**config.mk**
```make
export PLATFORM = sky130hd
export DESIGN_NAME = timed_event_priority_queue
export DESIGN_NICKNAME = d
export VERILOG_FILES = /design/src/hdl/tepq_pkg.sv /design/src/hdl/tepq_store.sv /design/src/hdl/tepq_handles.sv /design/src/hdl/timed_event_priority_queue.sv
export VERILOG_INCLUDE_DIRS = /design/src /design/src/hdl
export SDC_FILE = /design/constraint.sdc
export NUM_CORES = 2
export LEC_CHECK = 0
export BUFFER_PORTS_ARGS = -buffer_cell sky130_fd_sc_hd__buf_4
export CAP_MARGIN = 20
export CORE_ASPECT_RATIO = 0.5
export CORE_MARGIN = 2
export CORE_UTILIZATION = 30
export DETAILED_ROUTE_END_ITERATION = 10
export PLACE_DENSITY = 0.54
export SETUP_SLACK_MARGIN = 0.05
export SLEW_MARGIN = 0
export SYNTH_ARGS = -nofsm -noshare
export SYNTH_HDL_FRONTEND = slang
export SYNTH_SLANG_ARGS = --single-unit
```
**constraint.sdc**
```tcl
create_clock -name clk -period 6.9 [get_ports clk]
set_input_delay 1.38 -clock clk [delete_from_list [all_inputs] [get_ports clk]]
set_output_delay 1.38 -clock clk [all_outputs]
set_load 0.03 [all_outputs]
```
**src/hdl/timed_event_priority_queue_macros.svh**
```systemverilog
// ---------------------------------------------------------------------------
// timed event priority queue assertion macros
// shared property forms for the queue's concurrent checks
// ---------------------------------------------------------------------------
`ifndef TIMED_EVENT_PRIORITY_QUEUE_MACROS_SVH
`define TIMED_EVENT_PRIORITY_QUEUE_MACROS_SVH

// same-cycle implication
`define TEPQ_ASSERT_NOW(label, clk, rst_n, ante, cons) \
	label: assert property (@(posedge clk) disable iff (!rst_n) (ante) |-> (cons)) \
		else $error("tepq check failed");

// next-cycle implication
`define TEPQ_ASSERT_NEXT(label, clk, rst_n, ante, cons) \
	label: assert property (@(posedge clk) disable iff (!rst_n) (ante) |=> (cons)) \
		else $error("tepq check failed");

`endif

```
**src/hdl/tepq_pkg.sv**
```systemverilog
// ---------------------------------------------------------------------------
// tepq_pkg
// types, codes and constants of the timed event priority queue
// ---------------------------------------------------------------------------
package tepq_pkg;

	localparam int QUEUE_DEPTH_DEF = 16;
	localparam int HANDLE_COUNT    = 16;
	localparam int HANDLE_W        = 4;
	localparam int OCC_W           = 5;

	// request codes
	localparam logic [1:0] REQ_INSERT = 2'd0;
	localparam logic [1:0] REQ_POP    = 2'd1;
	localparam logic [1:0] REQ_REMOVE = 2'd2;

	// status codes
	localparam logic [1:0] STAT_OK        = 2'd0;
	localparam logic [1:0] STAT_FULL      = 2'd1;
	localparam logic [1:0] STAT_EMPTY     = 2'd2;
	localparam logic [1:0] STAT_NO_HANDLE = 2'd3;

	typedef struct packed {
		logic [1:0]          req_type;
		logic [31:0]         end_time;
		logic [7:0]          actor_id;
		logic [7:0]          activity_id;
		logic [15:0]         place_code;
		logic [HANDLE_W-1:0] target_handle;
	} req_t;

	typedef struct packed {
		logic [1:0]          status;
		logic [HANDLE_W-1:0] handle;
		logic [31:0]         out_time;
		logic [7:0]          out_actor;
		logic [7:0]          out_activity;
		logic [15:0]         out_place;
		logic [31:0]         earliest_time;
		logic                is_empty;
		logic [OCC_W-1:0]    occupancy;
	} rsp_t;

	// one queue slot
	typedef struct packed {
		logic [31:0]         ev_time;
		logic [7:0]          actor;
		logic [7:0]          activity;
		logic [15:0]         place;
		logic [HANDLE_W-1:0] hnd;
	} entry_t;

	// pending result fields
	typedef struct packed {
		logic [1:0] status;
		entry_t     ent;
	} res_t;

	// handle map commands from the sequencer
	typedef struct packed {
		logic                alloc;
		logic                free_en;
		logic [HANDLE_W-1:0] free_hnd;
	} hnd_cmd_t;

	// handle map status to the sequencer
	typedef struct packed {
		logic                any_free;
		logic [HANDLE_W-1:0] low_free;
	} hnd_stat_t;

	typedef enum logic [2:0] {
		S_IDLE,
		S_DISPATCH,
		S_INS_SCAN,
		S_INS_PUT,
		S_REM_SCAN,
		S_REPLY
	} state_t;

endpackage

```
**src/hdl/tepq_store.sv**
```systemverilog
// ---------------------------------------------------------------------------
// tepq_store
// slot memory: one write port, one read port with registered data
// ---------------------------------------------------------------------------
module tepq_store #(
	parameter int DEPTH = 16
) (
	input  logic                       clk,
	input  logic                       wr_en,
	input  logic [$clog2(DEPTH)-1:0]   wr_addr,
	input  tepq_pkg::entry_t           wr_data,
	input  logic [$clog2(DEPTH)-1:0]   rd_addr,
	output tepq_pkg::entry_t           rd_data
);

	tepq_pkg::entry_t mem [DEPTH];

	always_ff @(posedge clk) begin
		if (wr_en) begin
			mem[wr_addr] <= wr_data;
		end
		rd_data <= mem[rd_addr];
	end

endmodule

```
**src/hdl/tepq_handles.sv**
```systemverilog
// ---------------------------------------------------------------------------
// tepq_handles
// handle-in-use map with lowest-free-handle encoder
// ---------------------------------------------------------------------------
module tepq_handles (
	input  logic                                  clk,
	input  logic                                  arst_n,
	input  tepq_pkg::hnd_cmd_t                    cmd,
	output tepq_pkg::hnd_stat_t                   stat,
	output logic [tepq_pkg::HANDLE_COUNT-1:0]     in_use
);

	logic [tepq_pkg::HANDLE_COUNT-1:0] map_q;

	assign in_use = map_q;

	// scan from the top so the lowest clear bit wins
	always_comb begin
		stat = '0;
		for (int i = tepq_pkg::HANDLE_COUNT - 1; i >= 0; i--) begin
			if (!map_q[i]) begin
				stat.any_free = 1'b1;
				stat.low_free = tepq_pkg::HANDLE_W'(i);
			end
		end
	end

	always_ff @(posedge clk or negedge arst_n) begin
		if (!arst_n) begin
			map_q <= '0;
		end else begin
			if (cmd.alloc) begin
				map_q[stat.low_free] <= 1'b1;
			end
			if (cmd.free_en) begin
				map_q[cmd.free_hnd] <= 1'b0;
			end
		end
	end

endmodule

```
**src/hdl/timed_event_priority_queue.sv**
```systemverilog
// ---------------------------------------------------------------------------
// timed_event_priority_queue
// bounded event queue sorted by end time, with insert, pop and remove
// ---------------------------------------------------------------------------
// A request beat is taken on a clock edge where start is high and busy is
// low; busy then stays high until the single result beat has been shown.
// The result sits on rsp for exactly one cycle with rsp_valid high and
// cannot be held off, so the receiver must take it in that cycle. Slots live
// in a memory with one write port and one registered read port that a small
// sequencer walks one entry per cycle with one time comparator: an insert
// scans from the tail toward the head, moving later entries back as it goes;
// a pop or remove scans from the head and closes the gap behind the removed
// entry. Events with equal times leave in arrival order, inserts take the
// lowest free handle, and every result also carries the head time, an empty
// flag and the occupancy after the request.
// ---------------------------------------------------------------------------
`include "timed_event_priority_queue_macros.svh"

module timed_event_priority_queue #(
	parameter int QUEUE_DEPTH = tepq_pkg::QUEUE_DEPTH_DEF
) (
	input  logic           clk,
	input  logic           arst_n,
	input  logic           start,
	output logic           busy,
	input  tepq_pkg::req_t req,
	output logic           rsp_valid,
	output tepq_pkg::rsp_t rsp
);

	// only sixteen handles exist, so the usable depth is capped there
	localparam int CAP   = (QUEUE_DEPTH < tepq_pkg::HANDLE_COUNT) ?
		QUEUE_DEPTH : tepq_pkg::HANDLE_COUNT;
	localparam int IDX_W = $clog2(CAP);
	localparam int CNT_W = $clog2(CAP + 1);

	tepq_pkg::state_t    state_q, state_d;
	tepq_pkg::req_t      req_q;
	tepq_pkg::res_t      res_q, res_d;
	logic [IDX_W-1:0]    idx_q, idx_d;
	logic                found_q, found_d;
	logic [CNT_W-1:0]    count_q, count_d;
	logic [31:0]         head_q;

	// memory port
	logic                wr_en;
	logic [IDX_W-1:0]    wr_addr;
	tepq_pkg::entry_t    wr_data;
	logic [IDX_W-1:0]    rd_addr;
	tepq_pkg::entry_t    rd_q;

	// handle map
	tepq_pkg::hnd_cmd_t  hcmd;
	tepq_pkg::hnd_stat_t hstat;
	logic [tepq_pkg::HANDLE_COUNT-1:0] hmap;

	tepq_pkg::entry_t    new_entry;
	logic [CNT_W-1:0]    cnt_m1;
	logic [IDX_W-1:0]    last_idx;
	logic                is_last;
	logic                hit;

	tepq_store #(
		.DEPTH (CAP)
	) u_store (
		.clk     (clk),
		.wr_en   (wr_en),
		.wr_addr (wr_addr),
		.wr_data (wr_data),
		.rd_addr (rd_addr),
		.rd_data (rd_q)
	);

	tepq_handles u_handles (
		.clk    (clk),
		.arst_n (arst_n),
		.cmd    (hcmd),
		.stat   (hstat),
		.in_use (hmap)
	);

	// entry built from the held request, tagged with the lowest free handle
	always_comb begin
		new_entry.ev_time  = req_q.end_time;
		new_entry.actor    = req_q.actor_id;
		new_entry.activity = req_q.activity_id;
		new_entry.place    = req_q.place_code;
		new_entry.hnd      = hstat.low_free;
	end

	assign cnt_m1   = count_q - CNT_W'(1);
	assign last_idx = cnt_m1[IDX_W-1:0];
	assign is_last  = (idx_q == last_idx);
	// a pop always takes the head, a remove matches on the handle
	assign hit      = (req_q.req_type == tepq_pkg::REQ_POP) ? 1'b1 :
		(rd_q.hnd == req_q.target_handle);

	// sequencer: next state, memory port and handle map control
	always_comb begin
		state_d = state_q;
		idx_d   = idx_q;
		found_d = found_q;
		res_d   = res_q;
		count_d = count_q;
		wr_en   = 1'b0;
		wr_addr = idx_q;
		wr_data = new_entry;
		rd_addr = idx_q;
		hcmd    = '0;
		case (state_q)
			tepq_pkg::S_IDLE: begin
				if (start) begin
					state_d = tepq_pkg::S_DISPATCH;
				end
			end
			tepq_pkg::S_DISPATCH: begin
				res_d   = '0;
				state_d = tepq_pkg::S_REPLY;
				case (req_q.req_type)
					tepq_pkg::REQ_INSERT: begin
						if (count_q >= CNT_W'(CAP) || !hstat.any_free) begin
							res_d.status = tepq_pkg::STAT_FULL;
						end else if (count_q == '0) begin
							// empty queue: new entry goes straight to the head
							wr_en          = 1'b1;
							wr_addr        = '0;
							count_d        = count_q + CNT_W'(1);
							hcmd.alloc     = 1'b1;
							res_d.ent.hnd  = hstat.low_free;
						end else begin
							rd_addr = last_idx;
							idx_d   = last_idx;
							state_d = tepq_pkg::S_INS_SCAN;
						end
					end
					tepq_pkg::REQ_POP, tepq_pkg::REQ_REMOVE: begin
						if (count_q == '0) begin
							res_d.status = tepq_pkg::STAT_EMPTY;
						end else begin
							rd_addr = '0;
							idx_d   = '0;
							found_d = 1'b0;
							state_d = tepq_pkg::S_REM_SCAN;
						end
					end
					default: begin
						// unused code: summary only
					end
				endcase
			end
			tepq_pkg::S_INS_SCAN: begin
				wr_en   = 1'b1;
				wr_addr = idx_q + IDX_W'(1);
				if (rd_q.ev_time > req_q.end_time) begin
					// later entry moves back one slot
					wr_data = rd_q;
					if (idx_q == '0) begin
						state_d = tepq_pkg::S_INS_PUT;
					end else begin
						idx_d   = idx_q - IDX_W'(1);
						rd_addr = idx_q - IDX_W'(1);
					end
				end else begin
					// behind every entry with time less or equal
					count_d       = count_q + CNT_W'(1);
					hcmd.alloc    = 1'b1;
					res_d.ent.hnd = hstat.low_free;
					state_d       = tepq_pkg::S_REPLY;
				end
			end
			tepq_pkg::S_INS_PUT: begin
				wr_en         = 1'b1;
				wr_addr       = '0;
				count_d       = count_q + CNT_W'(1);
				hcmd.alloc    = 1'b1;
				res_d.ent.hnd = hstat.low_free;
				state_d       = tepq_pkg::S_REPLY;
			end
			tepq_pkg::S_REM_SCAN: begin
				if (found_q) begin
					// close the gap behind the removed entry
					wr_en   = 1'b1;
					wr_addr = idx_q - IDX_W'(1);
					wr_data = rd_q;
				end else if (hit) begin
					found_d   = 1'b1;
					res_d.ent = rd_q;
				end
				if (is_last) begin
					if (found_q || hit) begin
						count_d       = cnt_m1;
						hcmd.free_en  = 1'b1;
						hcmd.free_hnd = found_q ? res_q.ent.hnd : rd_q.hnd;
					end else begin
						res_d.status = tepq_pkg::STAT_NO_HANDLE;
					end
					state_d = tepq_pkg::S_REPLY;
				end else begin
					idx_d   = idx_q + IDX_W'(1);
					rd_addr = idx_q + IDX_W'(1);
				end
			end
			tepq_pkg::S_REPLY: begin
				state_d = tepq_pkg::S_IDLE;
			end
			default: begin
				state_d = tepq_pkg::S_IDLE;
			end
		endcase
	end

	// control state
	always_ff @(posedge clk or negedge arst_n) begin
		if (!arst_n) begin
			state_q <= tepq_pkg::S_IDLE;
			count_q <= '0;
			found_q <= 1'b0;
		end else begin
			state_q <= state_d;
			count_q <= count_d;
			found_q <= found_d;
		end
	end

	// payload registers
	always_ff @(posedge clk) begin
		if (start && !busy) begin
			req_q <= req;
		end
		res_q <= res_d;
		idx_q <= idx_d;
		// shadow of slot zero's time for the head report
		if (wr_en && wr_addr == '0) begin
			head_q <= wr_data.ev_time;
		end
	end

	assign busy      = (state_q != tepq_pkg::S_IDLE);
	assign rsp_valid = (state_q == tepq_pkg::S_REPLY);

	// result beat: removed entry fields plus queue summary
	always_comb begin
		rsp.status        = res_q.status;
		rsp.handle        = res_q.ent.hnd;
		rsp.out_time      = res_q.ent.ev_time;
		rsp.out_actor     = res_q.ent.actor;
		rsp.out_activity  = res_q.ent.activity;
		rsp.out_place     = res_q.ent.place;
		rsp.earliest_time = (count_q != '0) ? head_q : 32'd0;
		rsp.is_empty      = (count_q == '0);
		rsp.occupancy     = tepq_pkg::OCC_W'(count_q);
	end

	// occupancy never passes the capacity
	`TEPQ_ASSERT_NOW(a_count_bound, clk, arst_n, 1'b1, count_q <= CNT_W'(CAP))
	// every held event owns exactly one handle
	`TEPQ_ASSERT_NOW(a_count_handles, clk, arst_n, 1'b1, $countones(hmap) == int'(count_q))
	// the result strobe lasts a single cycle
	`TEPQ_ASSERT_NEXT(a_strobe_single, clk, arst_n, rsp_valid, !rsp_valid)
	// an accepted request always makes the block busy
	`TEPQ_ASSERT_NEXT(a_accept_busy, clk, arst_n, start && !busy, busy)

endmodule
```
==> flow_summary.json <==
{
  "routedWlPerCell_um": 24.7,
  "final_setup_viols": 0,
  "number_of_nets_produced_by_synthesis": 3965,
  "cts-buffers-inserted": 133,
  "clock.fmax_mhz": 185,
  "place_hpwl_um": 85500,
  "swShare_pct": 41.0,
  "worst_setup_hold_path_clk_slew_ns": 0.06,
  "global_route.overflow_total": 0,
  "outcome": "completed",
  "numPortBuffers": 182,
  "drt_iter0_markers": 4035,
  "cts_root_buf": "sky130_fd_sc_hd__clkbuf_16",
  "grt_max_degree": 157,
  "dpl-instance-area_mm2": 0.0581,
  "critical_path_arrival_ns": 6.05,
  "post_synth_main_area_contributors": "sky130_fd_sc_hd__edfxtp_1, sky130_fd_sc_hd__nand3_1, sky130_fd_sc_hd__o21ai_0",
  "post_route_non_filler_standard_cell_count": 6463,
  "ys_seq_elements": 1325,
  "die-height_um": 303,
  "leakage_nw": 20.9,
  "ff2ff_setup_slack_ns": 1.48,
  "min_period_ns": 5.42,
  "timing.final.crit_share_pct": 78.5,
  "setup.worst_path.start_class": "register",
  "share_of_total_power_in_combinational_logic_pct": 41.9,
  "worst_min_delay_path_category": "in2async",
  "synth_top_cell_by_area": "sky130_fd_sc_hd__edfxtp_1",
  "yosys.cell_types.count": 77,
  "fraction_of_final_layout_cells_with_drive_strength_greater_than_1_pct": 13.4,
  "net-switching-power_mw": 13.2,
  "critPathCaptureType": "register",
  "netlist_instances": 3853,
  "clock_sink_count": 1325,
  "reg2regPathDepth": 13,
  "total_power_mw": 32.3,
  "ys_warn_count": 0,
  "max_cap_viol_count": 0,
  "fin_util_pct": 35.2,
  "worst_skew_pair.late_latency_ns": 0.77,
  "floorplan.initialDensity_pct": 30.3,
  "vias_per_cell": 5.38,
  "antenna_found_initial": 4,
  "holdBufCountCts": 0,
  "synth.yosys.seq_area_share_pct": 72.5,
  "power.density_mw_per_mm2": 517,
  "std_cell_rows": 109,
  "synth-main-ff-cell": "sky130_fd_sc_hd__edfxtp_1",
  "grt_pass1_vias": 33400,
  "tightestPinTransition_ns": 1.21,
  "p_int_mw": 19.1,
  "nNetsFinal": 4077,
  "synth_enable_flop_cells": 1228,
  "p_seq_share_pct": 35.7,
  "worstSetupEndpoint": "u_store.rd_data[48]",
  "grt.total_usage_pct": 16.9,
  "rr_startpoint": "state_q[2]",
  "synth.avg_cell_area_um2": 13.9,
  "timing_worst_setup_path_type": "reg2reg",
  "setup_tns_ns": 0,
  "max-vdd-ir-drop_uv": 631,
  "grt_first_pass_wirelength_um": 230000,
  "drv_slew": 0,
  "required_ns": 7.53,
  "timing.final.hold_violations": 0,
  "capturing_point_of_the_worst_reg2reg_path": "u_store.rd_data[48]",
  "drc": 0,
  "post-synth-top-area-fraction_pct": 68.6,
  "setup_crit_start": "state_q[2]",
  "synth.cell_area_mm2": 0.0537,
  "synthesis_to_finish_area_growth_pct": 16.2,
  "cts-root-to-sink-buffers": 3,
  "postCtsResizedCells": 0,
  "maximum_net_fanout_on_the_critical_path": 92,
  "clock_power_share_pct": 22.4,
  "tritoncts": "built",
  "rsz0062_at_grt": "no",
  "fp.coreArea_mm2": 0.177,
  "final_area_mm2": 0.0624,
  "routed_wl_um": 159000,
  "clock_tree.htree_level_count": 4,
  "floorplan.io_pins": 183,
  "firstDrtPassIters": 7,
  "ant_nets_after_route": 0,
  "postSynth.asyncResetShare_pct": 1.89,
  "die-area_mm2": 0.183,
  "clock_skew_ns": 0.0297,
  "postCtsSetupRepairBufs": 0,
  "worst_slew_margin_rel_pct": 19.4,
  "dp.cells": 6214,
  "chipWidth_um": 603,
  "finalWeightedCongestion": 0.852,
  "number_of_vias_after_detailed_routing": 34700
}
==> synthesized netlist by cell type (all sizes together), types with 3 or more instances <==
library cell	instances
dfrtp	25
a22oi	69
nand4	14
a21boi	4
o22ai	5
a211o	3
and4	3
or3	3
dfxtp	72
and2	3
or2	4
nor3b	5
o41ai	3
a21o	4
clkbuf	215
a21oi	254
o21ai	340
nand3	419
o21a	7
a221oi	3
and3	70
a32oi	3
ha	39
nor2b	38
xnor2	14
o211ai	3
buf	104
nor3	11
a211oi	71
edfxtp	1228
nor2	54
a221o	137
nand2b	8
mux2i	136
nand2	254
inv	55
a31oi	148
==> registers in the layout, indices dropped and copies added, names as in the netlist, 3 cells and up <==
name              count
count_q               5
idx_q                 4
new_entry            64
req_q                 6
rsp                  70
state_q               3
u_handles.in_use     16
u_store.mem        1088
u_store.rd_data      68
==> layout make-up <==
class	count	area (µm²)
Clock buffer	197	3890
Sequential cell	1325	38900
Timing Repair Buffer	296	2530
Fill cell	17000	115000
Multi-Input combinational cell	2154	13400
Tap cell	2386	2990
Clock inverter	49	470
Inverter	55	231
Antenna cell	1	2.50
==> through the flow <==
stage	hold slack, ns	worst slack [ns]
6_report	0.524	1.48
4_1_cts	0.481	1.61
5_1_grt	0.522	1.16
2_1_floorplan	0.526	0.747
3_5_place_dp	0.552	1.64
3_3_place_gp	0.560	1.43
==> cells by family after synthesis <==
group,share of synthesized area (%)
muxes,2.53
AOI/OAI and AO/OA,12.6
DFF,72.5
buffers and inverters,3.07
and+or+nand+nor,8.10
adders and majority gates,0.908
xor gates and xnor gates,0.314
==> power groups by stage <==
stage          registers (mW)  logic (mW)  clock network (mW)
6_report                 11.5        13.5                7.23
2_1_floorplan            11.8        8.66                   0
4_1_cts                  11.5        13.5                7.36
3_5_place_dp             11.7        13.4                   0
5_1_grt                  11.6        14.6                7.66
3_3_place_gp             11.7        13.2                   0
==> cell usage in the layout, fill, tap and decap left out, types with 34 or more instances in the layout <==
| cell type | Yosys | routed |
|---|---|---|
| sky130_fd_sc_hd__a211oi_1 | 71 | 71 |
| sky130_fd_sc_hd__and3_1 | 69 | 68 |
| sky130_fd_sc_hd__clkbuf_16 | 0 | 138 |
| sky130_fd_sc_hd__nor2_1 | 53 | 34 |
| sky130_fd_sc_hd__nor2b_1 | 38 | 38 |
| sky130_fd_sc_hd__a21oi_1 | 254 | 254 |
| sky130_fd_sc_hd__a221o_1 | 137 | 137 |
| sky130_fd_sc_hd__ha_1 | 39 | 39 |
| sky130_fd_sc_hd__buf_4 | 8 | 269 |
| sky130_fd_sc_hd__a22oi_1 | 69 | 69 |
| sky130_fd_sc_hd__dfxtp_1 | 72 | 72 |
| sky130_fd_sc_hd__edfxtp_1 | 1228 | 1228 |
| sky130_fd_sc_hd__inv_1 | 52 | 52 |
| sky130_fd_sc_hd__nand3_1 | 419 | 418 |
| sky130_fd_sc_hd__clkbuf_1 | 215 | 37 |
| sky130_fd_sc_hd__a31oi_1 | 148 | 148 |
| sky130_fd_sc_hd__o21ai_0 | 336 | 332 |
| sky130_fd_sc_hd__mux2i_1 | 136 | 136 |
| sky130_fd_sc_hd__nand2_1 | 253 | 252 |
==> layer usage <==
layer  GRT usage (%)  routed length [µm]  vias to the layer above
li1                -                   -                    15300
met1            22.7               68200                    17800
met2            27.8               75800                     1417
met3            2.21                9930                      250
met4            7.12                5500                        0
met5               0                   0                        -
==> worst min-delay path by stage <==
stage / start / to / cells after the start
2_1_floorplan: u_handles.in_use[15] / u_handles.in_use[15] / 2
3_3_place_gp: u_store.rd_data[7] / rsp[41] / 1
3_5_place_dp: u_store.rd_data[7] / rsp[41] / 1
4_1_cts: arst_n / u_handles.in_use[11] / 1
5_1_grt: arst_n / u_handles.in_use[12] / 1
6_report: arst_n / u_handles.in_use[12] / 1
==> worst max-delay path: stages, from the launching register on <==
cell and delay [ns]:
sky130_fd_sc_hd__dfrtp_2 0.93, sky130_fd_sc_hd__buf_4 0.64, sky130_fd_sc_hd__nand2b_1 0.16, sky130_fd_sc_hd__and2_1 0.17, sky130_fd_sc_hd__o21ai_1 0.29, sky130_fd_sc_hd__nand4b_1 0.13
sky130_fd_sc_hd__o22ai_1 0.17, sky130_fd_sc_hd__and4_4 0.77, sky130_fd_sc_hd__clkinv_8 0.60, sky130_fd_sc_hd__buf_12 0.39, sky130_fd_sc_hd__a31oi_1 0.21, sky130_fd_sc_hd__a211oi_1 0.11
sky130_fd_sc_hd__a22oi_1 0.34, sky130_fd_sc_hd__nand3_1 0.11
Note: power is estimated with default switching activity, not from simulation.
